$ cat src/hw/rtl/drc_pkg.sv
// ----------------------------------------------------------------------------
// drc_pkg
// Shared types and constants of the dirty rectangle coalescer.
// ----------------------------------------------------------------------------
package drc_pkg;

    // width of an edge coordinate (left/top plus extent) with headroom
    localparam int EDGE_W  = 19;
    // width of an area product of two 17-bit extents
    localparam int AREA_W  = 34;
    // width of the waste sum
    localparam int WASTE_W = 36;

    // merge limit after reset
    localparam logic [31:0] WASTE_RESET = 32'd4096;

    typedef enum logic
    {
        CMD_ADD    = 1'b0,
        CMD_FINISH = 1'b1
    } drc_cmd_t;

    // one input item
    typedef struct packed
    {
        drc_cmd_t           command;
        logic signed [15:0] rect_x;
        logic signed [15:0] rect_y;
        logic signed [15:0] rect_w;
        logic signed [15:0] rect_h;
    } drc_in_t;

    // one result item
    typedef struct packed
    {
        logic signed [15:0] out_x;
        logic signed [15:0] out_y;
        logic [16:0]        out_w;
        logic [16:0]        out_h;
    } drc_out_t;

    // running bounding box
    typedef struct packed
    {
        logic signed [15:0] x;
        logic signed [15:0] y;
        logic [16:0]        w;
        logic [16:0]        h;
    } drc_rect_t;

    // merge decision handed to the control
    typedef struct packed
    {
        logic      fits;
        drc_rect_t merged;
    } drc_merge_t;

endpackage

$ cat src/hw/rtl/drc_merge.sv
// ----------------------------------------------------------------------------
// drc_merge
// Union bounds and waste check of a new rectangle against the running box.
// ----------------------------------------------------------------------------
module drc_merge
(
    input  drc_pkg::drc_rect_t  bound,
    input  drc_pkg::drc_in_t    rect,
    input  logic [31:0]         max_waste,
    output drc_pkg::drc_merge_t result
);
    import drc_pkg::*;

    logic signed [EDGE_W-1:0] bx0;
    logic signed [EDGE_W-1:0] bx1;
    logic signed [EDGE_W-1:0] by0;
    logic signed [EDGE_W-1:0] by1;
    logic signed [EDGE_W-1:0] nx0;
    logic signed [EDGE_W-1:0] nx1;
    logic signed [EDGE_W-1:0] ny0;
    logic signed [EDGE_W-1:0] ny1;
    logic signed [EDGE_W-1:0] ux0;
    logic signed [EDGE_W-1:0] ux1;
    logic signed [EDGE_W-1:0] uy0;
    logic signed [EDGE_W-1:0] uy1;
    logic signed [EDGE_W-1:0] uw;
    logic signed [EDGE_W-1:0] uh;
    logic signed [EDGE_W-1:0] iw;
    logic signed [EDGE_W-1:0] ih;
    logic                     inter_hit;
    logic [AREA_W-1:0]        area_u;
    logic [AREA_W-1:0]        area_b;
    logic [AREA_W-1:0]        area_n;
    logic [AREA_W-1:0]        area_i;
    logic [WASTE_W-1:0]       waste;

    // edges of the running box
    assign bx0 = {{(EDGE_W-16){bound.x[15]}}, bound.x};
    assign by0 = {{(EDGE_W-16){bound.y[15]}}, bound.y};
    assign bx1 = bx0 + $signed({{(EDGE_W-17){1'b0}}, bound.w});
    assign by1 = by0 + $signed({{(EDGE_W-17){1'b0}}, bound.h});

    // edges of the new rectangle
    assign nx0 = {{(EDGE_W-16){rect.rect_x[15]}}, rect.rect_x};
    assign ny0 = {{(EDGE_W-16){rect.rect_y[15]}}, rect.rect_y};
    assign nx1 = nx0 + {{(EDGE_W-16){rect.rect_w[15]}}, rect.rect_w};
    assign ny1 = ny0 + {{(EDGE_W-16){rect.rect_h[15]}}, rect.rect_h};

    // union box
    assign ux0 = (bx0 < nx0) ? bx0 : nx0;
    assign uy0 = (by0 < ny0) ? by0 : ny0;
    assign ux1 = (bx1 > nx1) ? bx1 : nx1;
    assign uy1 = (by1 > ny1) ? by1 : ny1;
    assign uw  = ux1 - ux0;
    assign uh  = uy1 - uy0;

    // overlap extents, not positive when disjoint
    assign iw = ((bx1 < nx1) ? bx1 : nx1) - ((bx0 > nx0) ? bx0 : nx0);
    assign ih = ((by1 < ny1) ? by1 : ny1) - ((by0 > ny0) ? by0 : ny0);
    assign inter_hit = (iw > 0) && (ih > 0);

    assign area_u = {{(AREA_W-17){1'b0}}, uw[16:0]} * {{(AREA_W-17){1'b0}}, uh[16:0]};
    assign area_b = {{(AREA_W-17){1'b0}}, bound.w} * {{(AREA_W-17){1'b0}}, bound.h};
    assign area_n = {{(AREA_W-16){1'b0}}, rect.rect_w} * {{(AREA_W-16){1'b0}}, rect.rect_h};
    assign area_i = inter_hit
                  ? {{(AREA_W-17){1'b0}}, iw[16:0]} * {{(AREA_W-17){1'b0}}, ih[16:0]}
                  : '0;

    // never negative, so modular arithmetic gives the exact value
    assign waste = {{(WASTE_W-AREA_W){1'b0}}, area_u}
                 + {{(WASTE_W-AREA_W){1'b0}}, area_i}
                 - {{(WASTE_W-AREA_W){1'b0}}, area_b}
                 - {{(WASTE_W-AREA_W){1'b0}}, area_n};

    assign result.fits     = (waste <= {{(WASTE_W-32){1'b0}}, max_waste});
    assign result.merged.x = ux0[15:0];
    assign result.merged.y = uy0[15:0];
    assign result.merged.w = uw[16:0];
    assign result.merged.h = uh[16:0];

endmodule

$ cat src/hw/rtl/dirty_rect_coalescer_core.sv
// ----------------------------------------------------------------------------
// dirty_rect_coalescer_core
// Gathers rectangles into a running bounding box and flushes it when a merge
// would waste too many pixels or when a finish command arrives.
// ----------------------------------------------------------------------------
// path: input register, then merge logic into the result register
// throughput: one item per cycle unless a flushing item finds the result stalled;
//   the box update is combinational through the union, four parallel area
//   products (at most 17x17) and the waste compare
// reset: rst_n clears the run flag, both valid flags and reloads the waste
//   limit to 4096; the box registers are loaded by the first valid rectangle
// ----------------------------------------------------------------------------
module dirty_rect_coalescer_core
(
    input  logic              clk,
    input  logic              rst_n,
    input  logic              cfg_wr_en,
    input  logic [31:0]       cfg_wr_data,
    input  logic              in_valid,
    output logic              in_ready,
    input  drc_pkg::drc_in_t  in_item,
    output logic              out_valid,
    input  logic              out_ready,
    output drc_pkg::drc_out_t out_item
);
    import drc_pkg::*;

    // merge limit register
    logic [31:0] waste_limit_reg;

    // input stage
    logic    stage_valid_reg;
    drc_in_t stage_item_reg;

    // running box
    logic      run_open_reg;
    logic      run_open_next;
    drc_rect_t bound_reg;
    drc_rect_t bound_next;

    // result register
    logic     out_valid_reg;
    logic     out_valid_next;
    drc_out_t out_item_reg;

    drc_merge_t merge;
    logic       rect_ok;
    logic       produce;
    logic       advance;

    drc_merge u_merge
    (
        .bound     (bound_reg),
        .rect      (stage_item_reg),
        .max_waste (waste_limit_reg),
        .result    (merge)
    );

    // rectangle counts only with positive width and height
    assign rect_ok = !stage_item_reg.rect_w[15] && (stage_item_reg.rect_w != '0)
                  && !stage_item_reg.rect_h[15] && (stage_item_reg.rect_h != '0);

    // decide what the staged item does to the run
    always_comb
    begin
        produce       = 1'b0;
        run_open_next = run_open_reg;
        bound_next    = bound_reg;
        case (stage_item_reg.command)
            CMD_FINISH:
            begin
                produce       = run_open_reg;
                run_open_next = 1'b0;
            end
            CMD_ADD:
            begin
                if (rect_ok)
                begin
                    run_open_next = 1'b1;
                    if (run_open_reg && merge.fits)
                    begin
                        bound_next = merge.merged;
                    end
                    else
                    begin
                        // flush the old box when one is open, start a new run
                        produce      = run_open_reg;
                        bound_next.x = stage_item_reg.rect_x;
                        bound_next.y = stage_item_reg.rect_y;
                        bound_next.w = {1'b0, stage_item_reg.rect_w};
                        bound_next.h = {1'b0, stage_item_reg.rect_h};
                    end
                end
            end
            default:
            begin
                produce = 1'b0;
            end
        endcase
    end

    // staged item retires unless its result finds the output register busy
    assign advance  = stage_valid_reg && (!produce || !out_valid_reg || out_ready);
    assign in_ready = !stage_valid_reg || advance;

    always_comb
    begin
        if (advance && produce)
        begin
            out_valid_next = 1'b1;
        end
        else if (out_ready)
        begin
            out_valid_next = 1'b0;
        end
        else
        begin
            out_valid_next = out_valid_reg;
        end
    end

    // control state
    always_ff @(posedge clk or negedge rst_n)
    begin
        if (!rst_n)
        begin
            waste_limit_reg <= WASTE_RESET;
            stage_valid_reg <= 1'b0;
            run_open_reg    <= 1'b0;
            out_valid_reg   <= 1'b0;
        end
        else
        begin
            if (cfg_wr_en)
            begin
                waste_limit_reg <= cfg_wr_data;
            end
            if (in_ready)
            begin
                stage_valid_reg <= in_valid;
            end
            if (advance)
            begin
                run_open_reg <= run_open_next;
            end
            out_valid_reg <= out_valid_next;
        end
    end

    // payload registers
    always_ff @(posedge clk)
    begin
        if (in_valid && in_ready)
        begin
            stage_item_reg <= in_item;
        end
        if (advance)
        begin
            bound_reg <= bound_next;
        end
        if (advance && produce)
        begin
            // result carries the box as it stood before this item
            out_item_reg.out_x <= bound_reg.x;
            out_item_reg.out_y <= bound_reg.y;
            out_item_reg.out_w <= bound_reg.w;
            out_item_reg.out_h <= bound_reg.h;
        end
    end

    assign out_valid = out_valid_reg;
    assign out_item  = out_item_reg;

endmodule

$ cat config.mk
export PLATFORM = sky130hd
export DESIGN_NAME = dirty_rect_coalescer_core
export DESIGN_NICKNAME = d
export VERILOG_FILES = /design/src/hw/rtl/drc_pkg.sv /design/src/hw/rtl/drc_merge.sv /design/src/hw/rtl/dirty_rect_coalescer_core.sv
export SDC_FILE = /design/constraint.sdc
export NUM_CORES = 2
export LEC_CHECK = 0
export ABC_AREA = 1
export BUFFER_PORTS_ARGS = -buffer_cell sky130_fd_sc_hd__buf_4
export CAP_MARGIN = 0
export CORE_MARGIN = 1.5
export CORE_UTILIZATION = 25
export DETAILED_ROUTE_END_ITERATION = 8
export SYNTH_ARGS = -nofsm -noshare
export SYNTH_HDL_FRONTEND = slang
export SYNTH_SLANG_ARGS = --single-unit
$ cat constraint.sdc
create_clock -name clk -period 36.4 [get_ports clk]
set_input_delay 1.82 -clock clk [delete_from_list [all_inputs] [get_ports clk]]
set_output_delay 1.82 -clock clk [all_outputs]
set_load 0.05 [all_outputs]
==> run metrics <==
status completed; gpl congestion 0.969; post-layout min period 25.13 ns; distinct cell type count after synthesis 62; r2r startpoint stage_item_reg[18]$_DFFE_PP_; WP data arrival 23.31 ns; Multi-input gate area 43900 um2; CTS Sinks 232; Max Buffers Root-to-Sink 3; Peak Freq 39.8 MHz; fin crit share 0.690; antenna violations before repair 9; Critical Path Start Type flip-flop; # Post-CTS Setup Buffers 0; worst path required time 34.58 ns; pin count of the biggest net entering global routing 73; clock root buffer clkbuf_16; drt pass-1 iters 6; gr ovfl total 0; setup_tns 0 ns; crit end category primary output; syn nets 9329; final cell count without fillers 10780; number of global-route vias before repair 48735; average cell area after synthesis 7.87 um2; HP Start waste_limit_reg[12]$_DFFE_PN1P_; Synth Area in XOR/XNOR 0.0253; setup ws final 11.27 ns; worst min-delay path category flip-flop to flip-flop; CTS HTree Levels 1; clock slew at the register clock pins of the worst setup and hold paths 0.06 ns; RSZ-0062 raised after global routing no; top_reg_cell synth edfxtp_1; post-synthesis instance total 7554; M3 GR Usage 0.0251; core area 236000 um2; Hold EP waste_limit_reg[12]$_DFFE_PN1P_; Hold Path Stages 2; synth top area cells fa_1, ha_1, inv_1, nand2_1, edfxtp_1; met1 Track Usage GR 0.213; Routed Antenna Nets 0; Max stage delay on crit path 0.98 ns; skew final 0.0868 ns; largest area contributor in the netlist fa_1; slew margin rel. 0.273; commonest non-fill, non-tap cell in the layout inv_1; Final Hold Fails 0; Pins Over Slew Limit 0; final instance area 65400 um2; via count 48452; Sequential cell area 6790 um2; synth warn 0; Synth-to-Final Area Change 9.91%; CTS tree done; fraction of the mapped netlist area in simple logic gates 0.171; Yosys top cell area share 0.345; RR Endpoint stage_item_reg[38]$_DFFE_PP_; pre-CTS worst setup slack 12.18 ns; drc violations 0; first-pass GRT wire length 307000 um; critical path type flip-flop to primary output; Max Cap Viol 0; row count 178; post_cts resized 0; Post-Syn Area 59500 um2; I/O pins 170; hold-fix buffers at CTS 0; mean number of vias per cell 4.49; die height 491 um; layout cell share with drive strength beyond 1 0.0548; worst slew pin tran 1.09 ns; sequential area share after synthesis 0.114; fraction of synthesized area in multiplexers 0.000189; Seq cells post-synth 232; gr usage total 0.168; Iteration-0 DRC Markers 4078; Final nets 9378; fraction of registers with async set or reset after synthesis 0.151; cts bufs inserted 28; largest family of logic cells by synthesized area adder cells; r2r worst-path depth 103; Wirelength per Cell 19.0 um; Post-Synth Adder-Cell Area 0.481; Placed Cells incl. Taps 10723; most frequent cells in the layout inv_1, nand2_1, fa_1; WL final 204000 um; met2 Use GR 0.282; Initial Utilization 0.252; EDFF count, synth 197; compound-gate portion of the synthesized area 0.0604; fillcell total 25520; setup slack, reg-to-reg 12.38 ns; post-DP HPWL 171000 um; DIE WIDTH 491 um; IO buf count 169; worst skew pair latency 0.69 ns; grt peak-use layer met2; final setup fails 0; Worst path slowest cell edfxtp_1; crit path max fanout 23; DIE AREA 241000 um2; Area after DPL 64400 um2
==> cell usage after synthesis, types with 3 or more instances <==
cell type / number
nand4_1: 64
o21a_1: 6
nand2_1: 1750
or2_2: 19
clkbuf_1: 200
clkinv_1: 5
inv_2: 5
inv_1: 2061
buf_4: 3
a21boi_0: 8
o21ai_1: 42
nor2_1: 394
nor4_1: 21
o21bai_1: 12
nor2_2: 13
o221ai_1: 6
fa_1: 1025
ha_1: 648
o21ai_0: 255
xnor2_1: 59
a211oi_1: 7
a21oi_2: 3
a21o_1: 13
xor2_1: 104
nand3_2: 20
nand3b_1: 5
nand2_2: 21
edfxtp_1: 197
a31oi_1: 19
nor3_1: 27
nand3_1: 142
buf_1: 20
dfrtp_1: 34
clkbuf_2: 3
buf_6: 7
a21oi_1: 273
buf_2: 16
and2_1: 5
o211ai_1: 5
o31ai_1: 7
==> worst max path at each step <==
stage | start | to | slack, ns | cells after the start
floorplan | bound_reg[52]$_DFFE_PP_ | in_ready | 15.23 | 101
global placement | bound_reg[19]$_DFFE_PP_ | in_ready | 12.32 | 102
detailed placement | stage_item_reg[18]$_DFFE_PP_ | in_ready | 12.18 | 98
CTS | stage_item_reg[18]$_DFFE_PP_ | in_ready | 11.44 | 98
global route | bound_reg[19]$_DFFE_PP_ | in_ready | 9.83 | 98
finish | stage_item_reg[18]$_DFFE_PP_ | in_ready | 11.27 | 101
==> critical path, delay by kind of cell, from the launching register on <==
| kind | cells | cell delay, ns |
|---|---|---|
| compound gates | 15 | 2.80 |
| fa+ha+maj | 25 | 11.65 |
| flops | 1 | 0.98 |
| simple gates | 37 | 4.17 |
| xor+xnor | 5 | 1.08 |
| buf+inv | 19 | 2.03 |
==> cell type report <==
class / instances / share of cell area
multi-input cells: 5002 / 0.672
inverters: 2071 / 0.119
flip-flops and latches: 232 / 0.104
well taps: 3150 / 0.0603
repair buffers: 268 / 0.0308
clock buffers: 32 / 0.0109
clock inverters: 18 / 0.00302
diodes: 7 / 0.000268
==> per-layer routing <==
layer	vias to the layer above	wire length [um]	part of all wire
li1	22510	-	-
met4	2	10400	0.051
met3	372	17000	0.083
met1	23598	80900	0.40
met5	-	9	0.000044
met2	1970	96000	0.47
==> kinds of logic (layout without fill, tap and decap cells) <==
| kind of cell | count (synthesis) | count (layout) |
|---|---|---|
| xor gates and xnor gates | 167 | 167 |
| buffers and inverters | 2320 | 2389 |
| DFF | 232 | 232 |
| adders and majority gates | 1673 | 1673 |
| and+or+nand+nor | 2493 | 2493 |
| other | 0 | 7 |
| AOI/OAI and AO/OA | 668 | 668 |
| muxes | 1 | 1 |
==> stage by stage <==
step,hold WS [ns],util
detailed placement,0.532,0.273
global placement,0.530,0.273
floorplan,0.454,-
CTS,0.546,0.277
finish,0.542,0.277
global route,0.570,0.277
Power is not shown: default switching activity piles up to over one toggle a cycle in this logic, so the estimate is an artifact.
